### config.mk
export PLATFORM = sky130hd
export DESIGN_NAME = mf3_queue
export DESIGN_NICKNAME = d
export VERILOG_FILES = /design/src/hw/rtl/mf3_pkg.sv /design/src/hw/rtl/mf3_queue.sv
export VERILOG_INCLUDE_DIRS = /design/src /design/src/hw/rtl
export SDC_FILE = /design/constraint.sdc
export NUM_CORES = 1
export LEC_CHECK = 0
export BUFFER_PORTS_ARGS = -buffer_cell sky130_fd_sc_hd__buf_2
export CAP_MARGIN = 20
export CORE_MARGIN = 2
export CORE_UTILIZATION = 60
export CTS_BUF_LIST = sky130_fd_sc_hd__clkbuf_8
export CTS_CLUSTER_DIAMETER = 120
export DETAILED_ROUTE_END_ITERATION = 7
export GPL_TIMING_DRIVEN = 0
export PLACE_DENSITY = 0.83
export SLEW_MARGIN = 0
export SYNTH_ARGS = -nofsm -noshare
export SYNTH_HDL_FRONTEND = slang
export SYNTH_SLANG_ARGS = --single-unit
### constraint.sdc
create_clock -name i_clk -period 17.81 [get_ports i_clk]
set_input_delay 1.781 -clock i_clk [delete_from_list [all_inputs] [get_ports i_clk]]
set_output_delay 1.781 -clock i_clk [all_outputs]
set_load 0.05 [all_outputs]
### src/hw/rtl/median_filter_3x3_rgb_top_macros.svh
// assertion macros shared by the median filter modules
`ifndef MEDIAN_FILTER_3X3_RGB_TOP_MACROS_SVH
`define MEDIAN_FILTER_3X3_RGB_TOP_MACROS_SVH

// condition holds at every edge out of reset
`define MF3_ASSERT_ALWAYS(lbl, clk, rst_n, cond, msg) \
    lbl: assert property (@(posedge clk) disable iff (!(rst_n)) (cond)) else $error(msg);

// consequence in the same cycle
`define MF3_ASSERT_SAME(lbl, clk, rst_n, ante, cons, msg) \
    lbl: assert property (@(posedge clk) disable iff (!(rst_n)) (ante) |-> (cons)) \
        else $error(msg);

// consequence in the next cycle
`define MF3_ASSERT_NEXT(lbl, clk, rst_n, ante, cons, msg) \
    lbl: assert property (@(posedge clk) disable iff (!(rst_n)) (ante) |=> (cons)) \
        else $error(msg);

`endif

### src/hw/rtl/mf3_pkg.sv
// types, constants and compare functions of the 3x3 rgb median filter
package mf3_pkg;

    localparam int MAX_WIDTH   = 1024;
    localparam int MAX_HEIGHT  = 2048;
    localparam int MIN_SIZE    = 3;
    localparam int COL_W       = $clog2(MAX_WIDTH);
    localparam int ROW_W       = $clog2(MAX_HEIGHT);
    localparam int SZ_COL_W    = COL_W + 1;
    localparam int SZ_ROW_W    = ROW_W + 1;

    localparam int IMG_WIDTH_W  = 11;
    localparam int IMG_HEIGHT_W = 12;
    localparam int CFG_DATA_W   = 12;
    localparam int CFG_IDX_W    = 1;
    localparam int WIDTH_RESET  = 512;
    localparam int HEIGHT_RESET = 512;

    localparam logic [CFG_IDX_W-1:0] CFG_IMAGE_WIDTH  = 1'd0;
    localparam logic [CFG_IDX_W-1:0] CFG_IMAGE_HEIGHT = 1'd1;

    localparam int CH_W   = 8;
    localparam int N_CH   = 3;
    localparam int PIX_W  = CH_W * N_CH;
    localparam int WIN_N  = 9;
    localparam int LS_W   = 2 * PIX_W;

    localparam int QUEUE_DEPTH = 4;
    localparam int QPTR_W      = $clog2(QUEUE_DEPTH);
    localparam int QCNT_W      = $clog2(QUEUE_DEPTH + 1);

    typedef logic [CH_W-1:0] t_chan;
    // channel 0 blue, 1 green, 2 red
    typedef t_chan [N_CH-1:0] t_pix;
    // entry 0 lowest, entry 2 highest
    typedef t_chan [2:0] t_trio;

    // window: 0..2 column c-2, 3..5 column c-1, 6..8 column c, rows top to bottom
    typedef struct packed {
        logic                last;
        t_pix [WIN_N-1:0]    px;
    } t_win;

    function automatic t_chan min2(input t_chan a, input t_chan b);
        return (a < b) ? a : b;
    endfunction

    function automatic t_chan max2(input t_chan a, input t_chan b);
        return (a < b) ? b : a;
    endfunction

    function automatic t_chan min3(input t_chan a, input t_chan b, input t_chan c);
        return min2(min2(a, b), c);
    endfunction

    function automatic t_chan max3(input t_chan a, input t_chan b, input t_chan c);
        return max2(max2(a, b), c);
    endfunction

    function automatic t_chan med3(input t_chan a, input t_chan b, input t_chan c);
        return max2(min2(a, b), min2(max2(a, b), c));
    endfunction

    function automatic t_trio sort3(input t_chan a, input t_chan b, input t_chan c);
        t_chan lo1;
        t_chan hi1;
        t_chan lo2;
        t_trio res;
        lo1    = min2(a, b);
        hi1    = max2(a, b);
        lo2    = min2(hi1, c);
        res[2] = max2(hi1, c);
        res[1] = max2(lo1, lo2);
        res[0] = min2(lo1, lo2);
        return res;
    endfunction

endpackage

### src/hw/rtl/mf3_queue.sv
// short window queue between front and back ends
`include "median_filter_3x3_rgb_top_macros.svh"

module mf3_queue (
    input  logic                        i_clk,
    input  logic                        i_rst_n,
    input  logic                        i_push,
    input  mf3_pkg::t_win               i_push_data,
    output logic                        o_valid,
    input  logic                        i_ready,
    output mf3_pkg::t_win               o_data,
    output logic [mf3_pkg::QCNT_W-1:0]  o_count
);

    mf3_pkg::t_win               r_mem [mf3_pkg::QUEUE_DEPTH];
    logic [mf3_pkg::QPTR_W-1:0]  r_wptr;
    logic [mf3_pkg::QPTR_W-1:0]  n_wptr;
    logic [mf3_pkg::QPTR_W-1:0]  r_rptr;
    logic [mf3_pkg::QPTR_W-1:0]  n_rptr;
    logic [mf3_pkg::QCNT_W-1:0]  r_count;
    logic [mf3_pkg::QCNT_W-1:0]  n_count;
    logic                        w_pop;

    assign o_valid = (r_count != '0);
    assign o_data  = r_mem[r_rptr];
    assign o_count = r_count;
    assign w_pop   = o_valid && i_ready;

    always_comb begin
        n_wptr  = r_wptr;
        n_rptr  = r_rptr;
        n_count = r_count;
        if (i_push) begin
            n_wptr = (r_wptr == mf3_pkg::QPTR_W'(mf3_pkg::QUEUE_DEPTH - 1))
                   ? '0 : r_wptr + mf3_pkg::QPTR_W'(1);
        end
        if (w_pop) begin
            n_rptr = (r_rptr == mf3_pkg::QPTR_W'(mf3_pkg::QUEUE_DEPTH - 1))
                   ? '0 : r_rptr + mf3_pkg::QPTR_W'(1);
        end
        if (i_push && !w_pop) begin
            n_count = r_count + mf3_pkg::QCNT_W'(1);
        end else if (!i_push && w_pop) begin
            n_count = r_count - mf3_pkg::QCNT_W'(1);
        end
    end

    always_ff @(posedge i_clk) begin
        if (!i_rst_n) begin
            r_wptr  <= '0;
            r_rptr  <= '0;
            r_count <= '0;
        end else begin
            r_wptr  <= n_wptr;
            r_rptr  <= n_rptr;
            r_count <= n_count;
        end
    end

    always_ff @(posedge i_clk) begin
        if (i_push) begin
            r_mem[r_wptr] <= i_push_data;
        end
    end

    `MF3_ASSERT_ALWAYS(a_count_bound, i_clk, i_rst_n, r_count <= mf3_pkg::QUEUE_DEPTH, "queue fill beyond depth")
    `MF3_ASSERT_SAME(a_no_push_full, i_clk, i_rst_n, i_push, r_count < mf3_pkg::QUEUE_DEPTH, "window pushed into full queue")

endmodule

### Yosys cells after proc, flatten, opt, wreduce, memory -nomap -nowiden

Memories as Yosys holds them, arrays and structs flattened. A register that Yosys moved wholly into a read port is not among the register bits.
Index checks and enable logic that the tools add are counted.

* bits in registers: 7
* bits in writable memories: 868
* input bits: 221
* output and inout port bits: 221
* memories kept: 1

* add/sub/neg operators: 4
* equal/unequal tests: 2
* mux-type cells: 8
* reductions and logical operators: 7

Memories
* r_mem: depth 4, bits a word 217, rd ports 1, clocked after Yosys merged registers in 1, wr ports 1, RTL line mf3_queue.sv:15 `mf3_pkg::t_win r_mem [mf3_pkg::QUEUE_DEPTH];`

Operator list (count)
* $mux W2: 4
* $mux W3: 2
* $add A2 B1 Y2 const B: 2
* $eq A2 B2 Y1 const B: 2
* $add A3 B1 Y3 const B: 1
* $logic_and A1 B1 Y1: 3
* $reduce_bool A3 Y1: 1
* $sub A3 B1 Y3 const B: 1
* $logic_not A1 Y1: 2
* $mux W1: 2
* $reduce_bool A2 Y1: 1

### Logic depth before layout (Yosys ltp)

* depth in word-level cells: 5
* mapped depth: 7
* gate-level depth less buffers: 7

### Worst setup path before layout

No wires, ideal clock.

* path kind: input-to-reg
* start point: input port i_push
* end point: memory r_mem[0][0] (netlist bit), enable pin
* setup time: 0.604 ns
* arrival: 6.698 ns
* data required time: 17.206 ns
* slack: 10.509 ns
* stages: 1
* path through: and2_1

* cells in the longest elaborated chain, start to end: 2

Ends and longest elaborated chain
* from (decl): RTL line mf3_queue.sv:7 `input logic i_push,`
* $mux W1: RTL line mf3_queue.sv:61 `if (i_push) begin`
* $mux W1 (not written as such): RTL line mf3_queue.sv:62 `r_mem[r_wptr] <= i_push_data;`
* to (decl): RTL line mf3_queue.sv:15

Every way passes these cells.

==> results.md <==
- Max Fclk: 220 MHz
- Routed Antenna Nets: 0
- Synth area leaders: edfxtp_1 82%, mux4_2 15%, dfxtp_1 0.57%
- Min-delay src: r_rptr[0]
- WP data required: 16.03 ns
- Routed wire per std cell: 24.8 um
- Min cycle time layout: 4.54 ns
- Vias per cell: 5.80
- Setup Fix Bufs, Post-CTS: 0
- Reg2reg setup slack: 15.21 ns
- H-tree Lvls: 4
- Initial Util: 0.605
- Top-area cell type share of the netlist area: 0.821
- CTS Sinks: 877
- # fillers: 2812
- DR iter-0 viols: 1018
- Slew Limit Headroom: 0.443
- First-pass DRT Iterations: 5
- GRT overflow: 0
- Proportion of layout cells with a drive suffix above 1: 0.469
- Slowest-stage cell, CP: buf_2
- Total Wirelength: 63500 um
- EDFF count, synth: 868
- Hold Fails Final Rpt: 0
- DRC: 0
- Routed vias: 14900
- Hold Path Depth: 2
- RSZ-0062 raised after global routing: false
- Crit-path cells: buf_2 > buf_2 > buf_2 > mux4_2 > buf_2
- Post-synthesis sequential area ratio: 0.827
- Largest net degree at the start of global routing: 60
- Number of gates resized after CTS: 0
- Synth warnings: 0
- Worst-skew pair later-pin latency: 0.75 ns
- Worst setup SP type: flop
- Clk buf depth: 3
- GP Congestion: 0.732
- Reg-to-Reg Start: o_count[0]
- I/O Pins: 442
- Worst Hold Slack: 0.537 ns
- IO Port Bufs: 441
- Asr flop ratio synth: 0
- Count leader, synth: edfxtp_1
- Core Area: 0.0524 sq mm
- Initial antenna violation count: 19
- Post-synth top area cell: edfxtp_1
- Critical Path Max Stage Delay: 0.38 ns
- Fin area: 0.0376 sq mm
- Hold/Removal Path Class: reg -> reg
- Final cycle utilization of the critical path: 0.255
- HPWL Detailed: 40400 um
- Clk_skew: 0.0234 ns
- CP max FO: 10
- Die H: 234 um
- Worst path arrival time: 2.76 ns
- CTS buffer count: 136
- Post-synth top flop: edfxtp_1
- Max-capacitance violation count: 0
- Avg Cell Area, Syn: 26.9 sq um
- Setup TNS: 0 ns
- Leak: 12.9 nW
- Hold-fix buffers, CTS: 0
- VDD IR max: 0.123 mV
- Clock-pin slew on the worst setup and hold paths: 0.06 ns
- Most frequent cells after synthesis: 868 x edfxtp_1, 217 x mux4_2, 24 x buf_2
- Crit end category: output port
- WS Path Type: reg -> out
- First-pass GRT wire length: 92700 um
- Post-placement cell area: 0.0352 sq mm
- Num rows: 84
- Status: finished clean
- Netlist cell types: 21
- Synth-to-Final Area Change: 18.6%
- Final setup vio count: 0
- Post-Synthesis Cell Area: 0.0317 sq mm
- Die X: 234 um
- Total power divided by cell area: 146 mW/mm^2
- Synthesized flop and latch total: 877
- Die area: 0.0547 sq mm
- Nets@finish: 2000
- Final Max Tran Viols: 0
- Tot Pwr: 5.50 mW
- Worst-Margin Slew: 0.836 ns
- R2R Path End: o_count[2]
- Cells after Synth: 1178
- Most frequent cell on the critical path: buf_2
- R2R depth: 7
- Gr usage total: 0.234
- Net Count, Synth: 1406
- Vias in the first global route: 15600
- CTS tree: done
- Clock root cell: clkbuf_8
-- routing by layer --
metal / GRT usage / share of wire
met1: 0.288 / 0.36
met2: 0.381 / 0.52
met3: 0.0877 / 0.096
met4: 0.0878 / 0.025
met5: 0 / 0.0017
-- stage by stage --
step	instances	utilization	setup WS (ns)
4_1_cts	2553	0.717	13.15
5_1_grt	2560	0.717	13.11
6_report	2565	0.717	13.27
3_5_place_dp	2322	0.671	13.93
3_3_place_gp	2307	0.664	6.64
2_1_floorplan	1178	-	10.51
-- critical path: cells and delay by family (launching register included) --
family / cells / cell delay, ns
flip-flops: 1 / 0.30
buffers and inverters: 4 / 1.32
multiplexers: 1 / 0.37
-- sequential cells by signal, indices dropped and copies added (netlist names), named ones only --
name,count
r_wptr,2
o_count,3
r_rptr,2
r_mem,868
-- power breakdown --
group / switching, mW / total, mW / internal, mW
Sequential: 0.0260 / 2.40 / 2.37
Clock: 0.719 / 1.48 / 0.760
Combinational: 1.12 / 1.62 / 0.506
-- worst max path at each step --
stage	from	endpoint	slack, ns	cells after the start
6_report	flop	o_data[88]	13.27	5
2_1_floorplan	i_push	r_mem[0][0]	10.51	1
4_1_cts	flop	o_data[88]	13.15	5
3_5_place_dp	i_push	r_mem[1][110]	13.93	4
5_1_grt	flop	o_data[89]	13.11	5
3_3_place_gp	i_push	r_mem[0][72]	6.64	2
-- logic make-up (layout without fill, tap and decap cells) --
logic type,after synthesis,count (layout),synth area share
multiplexers,220,220,0.155
AND/OR/NAND/NOR,16,16,0.00276
buffers and inverters,51,738,0.0108
AO/OA/AOI/OAI,5,5,0.000946
other,0,12,0
adder cells (fa/ha/maj),7,7,0.00300
XOR/XNOR,2,2,0.000552
flip-flops,877,877,0.827
-- cell usage in the layout (no fill, tap or decap) --
cell,n
bufinv_16,1
fa_1,1
nor2b_1,3
a21boi_0,1
buf_1,8
inv_6,2
o31ai_1,1
and2_1,1
and2_4,4
mux4_2,217
nor2_1,2
nand2_1,2
clkinv_2,7
buf_12,2
clkinv_1,27
o21ai_0,3
clkinvlp_4,1
clkbuf_8,145
diode_2,12
ha_1,6
dfxtp_1,9
inv_1,49
edfxtp_1,868
nand3_1,2
mux2i_1,3
buf_16,13
xor2_1,1
buf_6,16
or3_1,2
xnor2_1,1
inv_8,2
buf_2,465
-- cell type report --
class | instances | area [sq um] | area share
inverters | 3 | 11.3 | 0.000299
multi-input cells | 250 | 5160 | 0.137
well taps | 688 | 861 | 0.0229
flip-flops and latches | 877 | 26200 | 0.698
plain buffers | 48 | 330 | 0.00878
diodes | 12 | 30.0 | 0.000798
clock inverters | 86 | 387 | 0.0103
repair buffers | 456 | 2610 | 0.0692
clock buffers | 145 | 2000 | 0.0530
No activity file was read; power rests on OpenSTA's default activity.
