[config.mk]
export PLATFORM = sky130hd
export DESIGN_NAME = mf3_back
export DESIGN_NICKNAME = d
export VERILOG_FILES = /design/src/hw/rtl/mf3_pkg.sv /design/src/hw/rtl/mf3_back.sv
export VERILOG_INCLUDE_DIRS = /design/src /design/src/hw/rtl
export SDC_FILE = /design/constraint.sdc
export NUM_CORES = 1
export LEC_CHECK = 0
export ABC_AREA = 1
export BUFFER_PORTS_ARGS = -buffer_cell sky130_fd_sc_hd__buf_2
export CAP_MARGIN = 20
export CORE_MARGIN = 8
export CORE_UTILIZATION = 51
export DETAILED_ROUTE_END_ITERATION = 12
export PLACE_DENSITY = 0.7
export RECOVER_POWER = 25
export SETUP_SLACK_MARGIN = 0.1
export SYNTH_ARGS = -nofsm -noshare
export SYNTH_HDL_FRONTEND = slang
export SYNTH_SLANG_ARGS = --single-unit
[constraint.sdc]
create_clock -name i_clk -period 8.1 [get_ports i_clk]
set_clock_uncertainty 0.05 [all_clocks]
set_input_delay 0.405 -clock i_clk [delete_from_list [all_inputs] [get_ports i_clk]]
set_output_delay 0.405 -clock i_clk [all_outputs]
set_load 0.05 [all_outputs]
[src/hw/rtl/median_filter_3x3_rgb_top_macros.svh]
// assertion macros shared by the median filter modules
`ifndef MEDIAN_FILTER_3X3_RGB_TOP_MACROS_SVH
`define MEDIAN_FILTER_3X3_RGB_TOP_MACROS_SVH

// condition holds at every edge out of reset
`define MF3_ASSERT_ALWAYS(lbl, clk, rst_n, cond, msg) \
    lbl: assert property (@(posedge clk) disable iff (!(rst_n)) (cond)) else $error(msg);

// consequence in the same cycle
`define MF3_ASSERT_SAME(lbl, clk, rst_n, ante, cons, msg) \
    lbl: assert property (@(posedge clk) disable iff (!(rst_n)) (ante) |-> (cons)) \
        else $error(msg);

// consequence in the next cycle
`define MF3_ASSERT_NEXT(lbl, clk, rst_n, ante, cons, msg) \
    lbl: assert property (@(posedge clk) disable iff (!(rst_n)) (ante) |=> (cons)) \
        else $error(msg);

`endif

[src/hw/rtl/mf3_pkg.sv]
// types, constants and compare functions of the 3x3 rgb median filter
package mf3_pkg;

    localparam int MAX_WIDTH   = 1024;
    localparam int MAX_HEIGHT  = 2048;
    localparam int MIN_SIZE    = 3;
    localparam int COL_W       = $clog2(MAX_WIDTH);
    localparam int ROW_W       = $clog2(MAX_HEIGHT);
    localparam int SZ_COL_W    = COL_W + 1;
    localparam int SZ_ROW_W    = ROW_W + 1;

    localparam int IMG_WIDTH_W  = 11;
    localparam int IMG_HEIGHT_W = 12;
    localparam int CFG_DATA_W   = 12;
    localparam int CFG_IDX_W    = 1;
    localparam int WIDTH_RESET  = 512;
    localparam int HEIGHT_RESET = 512;

    localparam logic [CFG_IDX_W-1:0] CFG_IMAGE_WIDTH  = 1'd0;
    localparam logic [CFG_IDX_W-1:0] CFG_IMAGE_HEIGHT = 1'd1;

    localparam int CH_W   = 8;
    localparam int N_CH   = 3;
    localparam int PIX_W  = CH_W * N_CH;
    localparam int WIN_N  = 9;
    localparam int LS_W   = 2 * PIX_W;

    localparam int QUEUE_DEPTH = 4;
    localparam int QPTR_W      = $clog2(QUEUE_DEPTH);
    localparam int QCNT_W      = $clog2(QUEUE_DEPTH + 1);

    typedef logic [CH_W-1:0] t_chan;
    // channel 0 blue, 1 green, 2 red
    typedef t_chan [N_CH-1:0] t_pix;
    // entry 0 lowest, entry 2 highest
    typedef t_chan [2:0] t_trio;

    // window: 0..2 column c-2, 3..5 column c-1, 6..8 column c, rows top to bottom
    typedef struct packed {
        logic                last;
        t_pix [WIN_N-1:0]    px;
    } t_win;

    function automatic t_chan min2(input t_chan a, input t_chan b);
        return (a < b) ? a : b;
    endfunction

    function automatic t_chan max2(input t_chan a, input t_chan b);
        return (a < b) ? b : a;
    endfunction

    function automatic t_chan min3(input t_chan a, input t_chan b, input t_chan c);
        return min2(min2(a, b), c);
    endfunction

    function automatic t_chan max3(input t_chan a, input t_chan b, input t_chan c);
        return max2(max2(a, b), c);
    endfunction

    function automatic t_chan med3(input t_chan a, input t_chan b, input t_chan c);
        return max2(min2(a, b), min2(max2(a, b), c));
    endfunction

    function automatic t_trio sort3(input t_chan a, input t_chan b, input t_chan c);
        t_chan lo1;
        t_chan hi1;
        t_chan lo2;
        t_trio res;
        lo1    = min2(a, b);
        hi1    = max2(a, b);
        lo2    = min2(hi1, c);
        res[2] = max2(hi1, c);
        res[1] = max2(lo1, lo2);
        res[0] = min2(lo1, lo2);
        return res;
    endfunction

endpackage

[src/hw/rtl/mf3_back.sv]
// back end: three stage median network per channel, the last stage being the output register
`include "median_filter_3x3_rgb_top_macros.svh"

module mf3_back (
    input  logic                    i_clk,
    input  logic                    i_rst_n,
    input  logic                    i_valid,
    output logic                    o_ready,
    input  mf3_pkg::t_win           i_data,
    output logic                    o_valid,
    input  logic                    i_ready,
    output mf3_pkg::t_pix           o_med,
    output logic                    o_last
);

    logic w_rdy_a;
    logic w_rdy_b;
    logic w_rdy_c;

    logic                r_va;
    logic                r_a_last;
    mf3_pkg::t_trio      r_a_sort [mf3_pkg::N_CH][3];

    logic                r_vb;
    logic                r_b_last;
    mf3_pkg::t_trio      r_b_trio [mf3_pkg::N_CH];

    logic                r_vc;
    logic                r_c_last;
    mf3_pkg::t_pix       r_c_med;

    assign w_rdy_c = !r_vc || i_ready;
    assign w_rdy_b = !r_vb || w_rdy_c;
    assign w_rdy_a = !r_va || w_rdy_b;
    assign o_ready = w_rdy_a;

    always_ff @(posedge i_clk) begin
        if (!i_rst_n) begin
            r_va <= 1'b0;
            r_vb <= 1'b0;
            r_vc <= 1'b0;
        end else begin
            if (w_rdy_a) begin
                r_va <= i_valid;
            end
            if (w_rdy_b) begin
                r_vb <= r_va;
            end
            if (w_rdy_c) begin
                r_vc <= r_vb;
            end
        end
    end

    always_ff @(posedge i_clk) begin
        // sort each column
        if (w_rdy_a && i_valid) begin
            r_a_last <= i_data.last;
            for (int ch = 0; ch < mf3_pkg::N_CH; ch++) begin
                for (int k = 0; k < 3; k++) begin
                    r_a_sort[ch][k] <= mf3_pkg::sort3(i_data.px[3*k][ch],
                                                      i_data.px[3*k+1][ch],
                                                      i_data.px[3*k+2][ch]);
                end
            end
        end
        // max of lows, median of middles, min of highs
        if (w_rdy_b && r_va) begin
            r_b_last <= r_a_last;
            for (int ch = 0; ch < mf3_pkg::N_CH; ch++) begin
                r_b_trio[ch][0] <= mf3_pkg::max3(r_a_sort[ch][0][0], r_a_sort[ch][1][0],
                                                 r_a_sort[ch][2][0]);
                r_b_trio[ch][1] <= mf3_pkg::med3(r_a_sort[ch][0][1], r_a_sort[ch][1][1],
                                                 r_a_sort[ch][2][1]);
                r_b_trio[ch][2] <= mf3_pkg::min3(r_a_sort[ch][0][2], r_a_sort[ch][1][2],
                                                 r_a_sort[ch][2][2]);
            end
        end
        if (w_rdy_c && r_vb) begin
            r_c_last <= r_b_last;
            for (int ch = 0; ch < mf3_pkg::N_CH; ch++) begin
                r_c_med[ch] <= mf3_pkg::med3(r_b_trio[ch][0], r_b_trio[ch][1],
                                             r_b_trio[ch][2]);
            end
        end
    end

    assign o_valid = r_vc;
    assign o_med   = r_c_med;
    assign o_last  = r_c_last;

    `MF3_ASSERT_NEXT(a_pop_enters_sort, i_clk, i_rst_n, i_valid && w_rdy_a, r_va, "window taken from queue but not in sort stage")

endmodule

==> Word level (Yosys, flattened, before mapping) <==
Memories as Yosys holds them, arrays and structs flattened.
Cells that the tools add are included.
{ "classes": {"n_lt_le_gt_ge": 57, "muxes": 94, "n_reduce_logical": 9} }
{ "op_table": {"columns": ["cell", "n"], "rows": [
  ["$mux W8", 90],
  ["$lt A8 B8 Y1", 57],
  ["$mux W1", 4],
  ["$logic_and A1 B1 Y1", 3],
  ["$logic_not A1 Y1", 3],
  ["$logic_or A1 B1 Y1", 3]
]} }
{ "totals": {"regBits": 30, "ram_bits": 288, "in_bits": 221, "output_inout_bits": 27, "wordCells": 171, "n_memories": 2} }
{ "mem_list": {"columns": ["name", "words", "word_bits", "rd", "rd_ports_with_merged_regs", "write_ports", "line_no", "source"], "rows": [
  ["r_a_sort", 3, 72, 3, 0, 3, "mf3_back.sv:22", "mf3_pkg::t_trio r_a_sort [mf3_pkg::N_CH][3];"],
  ["r_b_trio", 3, 24, 3, 0, 3, "mf3_back.sv:26", "mf3_pkg::t_trio r_b_trio [mf3_pkg::N_CH];"]
]} }

==> Depth between registers and ports, before layout <==
{ "logic_depth": {"ltp_word": 7, "depth_mapped": 32, "ltp_nobuf": 28} }

==> Worst setup path after synthesis <==
OpenSTA, ideal clock, no wires.
{ "synth_path": {"path_type": "register -> register", "from": "register r_vc, in the netlist o_valid", "to": "register r_a_last, enable pin", "setup_time_ns": 0.567, "t_arrival_ns": 5.376, "t_required_ns": 7.483, "path_slack_ns": 2.106, "stages_incl_launch_ff": 6, "path_buffers": 0, "synth_period_minus_slack_ns": 5.994, "cell_sequence": "dfxtp_1 -> nand2_1 -> nor2_1 -> nand2_1 -> nand2_1 -> inv_1"} }
{ "synth_between": {"elab_chain_cells": 5} }
{ "synth_rtl": {"columns": ["element", "line_no", "source"], "rows": [
  ["start, declared", "mf3_back.sv:28", "logic r_vc;"],
  ["start signal, assigned", "mf3_back.sv:50", "r_vc <= r_vb;"],
  ["$logic_not A1 Y1", "mf3_back.sv:32", "assign w_rdy_c = !r_vc || i_ready;"],
  ["$logic_or A1 B1 Y1", "mf3_back.sv:32", null],
  ["$logic_or A1 B1 Y1", "mf3_back.sv:33", "assign w_rdy_b = !r_vb || w_rdy_c;"],
  ["$logic_or A1 B1 Y1", "mf3_back.sv:34", "assign w_rdy_a = !r_va || w_rdy_b;"],
  ["net o_ready", "mf3_back.sv:8", "output logic o_ready,"],
  ["$logic_and A1 B1 Y1", "mf3_back.sv:57", "if (w_rdy_a && i_valid) begin"],
  ["end signal, assigned", "mf3_back.sv:58", "r_a_last <= i_data.last;"],
  ["end, declared", "mf3_back.sv:21", "logic r_a_last;"]
]} }
The timed path passes the listed nets, and every way through them passes these cells.
A chain may end at the register's enable or synchronous reset.

==> impl_metrics.json <==
{
  "start_util_pct": 51.7,
  "grt_util_all_layers_pct": 21.5,
  "cts_made_buffers": 38,
  "pre_cts_ws_ns": 2.19,
  "cp_max_fo": 133,
  "violations": "capacitance limit, slew limit",
  "cts_tree": "yes",
  "netlist_instances": 3949,
  "ys_ff_latch": 318,
  "root_buffer": "clkbuf_16",
  "clock_path_buffers": 3,
  "place_hpwl_um": 57400,
  "hold_path.class": "primary input to flop",
  "drt_first_pass_iters": 5,
  "p_seq_share_pct": 22.7,
  "grt_pass1_vias": 22586,
  "vdd_drop_max_mv": 0.335,
  "crit_type": "flop to flop",
  "synth_edf_count": 315,
  "drc": 0,
  "dr_total_vias": 24958,
  "core_area_sq_um": 55200,
  "io_buffers": 247,
  "path_common_cell": "nand2_1",
  "synth_top_area_share_pct": 33.1,
  "grt_antenna_before_repair": 8,
  "wl_per_cell_um": 14.3,
  "io_pins": 248,
  "postCtsSetupRepairBufs": 0,
  "synth_cell_type_count": 23,
  "ys_top_cells_by_count": "nand2_1, inv_1, ha_1, o21ai_0, edfxtp_1",
  "drv_slew": 234,
  "hold_viol": 0,
  "slowest_stage": "inv_1",
  "path_cells": "nand2_1 -> nor2_1 -> nand2_1 -> nand2_1 -> inv_1 -> buf_4",
  "placed_area_sq_um": 30200,
  "power.share.clock_pct": 13.5,
  "finalNetCount": 4753,
  "fin_area_sq_um": 31500,
  "p_sw_share_pct": 49.3,
  "rsz0062_at_grt": "no",
  "drv_cap": 3,
  "finalCritPeriodShare_pct": 75.4,
  "drt_iter0_drc": 1702,
  "synth_area_leader_cell": "edfxtp_1",
  "clk_latency_ns": 0.55,
  "setup_slack_ns": 1.99,
  "syn_area_per_cell_sq_um": 7.23,
  "relSlewSlack_pct": -250,
  "power.share.combinational_pct": 63.8,
  "synth_area_sq_um": 28500,
  "drive_gt1_share_pct": 8.55,
  "path_buf_inv": 2,
  "power_leakage_nw": 16.4,
  "synth_seq_area_share_pct": 33.4,
  "fin_setup_tns_ns": 0,
  "ys_top_cells_by_area": "edfxtp_1, ha_1, nand2_1",
  "cp-end-kind": "flop",
  "instances_no_fill": 4916,
  "synthArstFlopShare_pct": 0,
  "yosysWarnings": 0,
  "fmax_mhz": 164,
  "tightest_slew_ns": 5.24,
  "grt_pass1_wl_um": 112000,
  "cts-htree-levels": 2,
  "clock_sinks": 318,
  "syn_to_final_growth_pct": 10.4,
  "vias_per_cell": 5.08,
  "finalSetupViolCount": 0,
  "power.switching_mw": 6.67,
  "die_y_um": 253,
  "synth_flop_cell": "edfxtp_1",
  "p_total_mw": 13.5,
  "overflow": 0,
  "rows": 86,
  "status": "finished, violations left",
  "clk_pin_slew_ns": 0.06,
  "syn_nets": 4569,
  "die_x_um": 253,
  "place_inst": 4835,
  "cp.required_ns": 8.21,
  "p_int_mw": 6.85,
  "powerDensity_nw_per_um2": 429,
  "yosysMostFrequentCell": "nand2_1",
  "ant_nets": 0,
  "wl_um": 70100,
  "grt_max_degree": 134,
  "start_kind": "flop",
  "cpPeakStageDelay_ns": 3.55,
  "globalplace.congestion": 0.907,
  "cp_top_family": "buffers and inverters",
  "fin_crit_ns": 6.11,
  "die-area_sq_um": 63800,
  "cp.arrival_ns": 6.22
}
kinds of logic (layout without fill, tap and decap cells):
| logic type | after synthesis | in the layout | synth area share (%) |
|---|---|---|---|
| and+or+nand+nor | 1793 | 1793 | 25.7 |
| buffers and inverters | 735 | 949 | 10.3 |
| AOI/OAI and AO/OA | 704 | 704 | 13.2 |
| adders and majority gates | 399 | 399 | 17.5 |
| DFF | 318 | 318 | 33.4 |
| other | 0 | 5 | 0 |
routing by layer:
| layer | vias to the layer above | routed length [um] | GRT usage (%) |
|---|---|---|---|
| met3 | 87 | 3740 | 3.35 |
| met1 | 10980 | 32300 | 28.4 |
| met4 | 4 | 1960 | 6.36 |
| li1 | 13333 | - | - |
| met2 | 554 | 32000 | 36.1 |
| met5 | - | 27 | 0 |
state kept, by name (all words and copies together) (netlist names):
signal    cells
r_va          1
r_a_last      1
r_b_trio     72
r_b_last      1
r_vb          1
r_a_sort    216
o_last        1
o_med        24
o_valid       1
cell type report:
class | instances | area [sq um]
diodes | 5 | 12.5
clock buffers | 45 | 1040
clock inverters | 25 | 304
fillers | 5330 | 23700
inverters | 619 | 2320
multi-input cells | 2896 | 16100
flip-flops and latches | 318 | 9520
well taps | 748 | 936
repair buffers | 260 | 1290
cells in the final DEF, fill, tap and decap left out, types with 6 or more instances in the layout:
cell type and n:
inv_1 618, clkinv_2 7, clkbuf_1 32, nand2_2 29, o21ai_0 385, nand2_1 1251
clkbuf_16 41, a211oi_2 9, a211oi_1 27, bufinv_16 6, a21oi_1 251, ha_1 399
nor2_1 203, edfxtp_1 315, o21a_1 20, nand2_4 18, buf_4 8, o211ai_1 7
and2_1 21, buf_2 222, nand3_1 263, nand4_1 8
power groups by stage:
| stage | sequential [mW] | combinational (mW) | clock [mW] |
|---|---|---|---|
| 2_1_floorplan | 3.23 | 6.51 | 0 |
| 3_3_place_gp | 3.09 | 8.35 | 0 |
| 3_5_place_dp | 3.10 | 8.54 | 0 |
| 4_1_cts | 3.07 | 8.59 | 1.86 |
| 5_1_grt | 3.12 | 10.0 | 1.92 |
| 6_report | 3.07 | 8.63 | 1.83 |
tightest hold or removal path, stage by stage:
cell     delay [ns]
buf_2          0.07
inv_1          0.05
a21oi_1        0.10
worst paths after layout:
path,startpoint,end,slack [ns],depth (start not counted)
setup / recovery,o_valid,r_a_sort[1][60],1.99,6
hold / removal,i_rst_n,o_valid,0.06,3
setup reg to reg,o_valid,r_a_sort[1][60],1.99,6
hold reg to reg,r_a_last,r_b_last,0.37,0
through the flow:
step | hold slack (ns) | utilization (%)
after floorplan | 0.350 | -
after global placement | 0.356 | 54.7
after detailed placement | 0.357 | 54.7
after CTS | 0.0300 | 57.1
after global routing | 0.0620 | 57.1
final | 0.0624 | 57.1
what timing repair did:
item / in CTS / in global routing
gates resized for setup: 0 / 0
hold endpoints to repair: 1 / 0
hold buffers: 1 / 0
(Power assumes the default switching activity.)
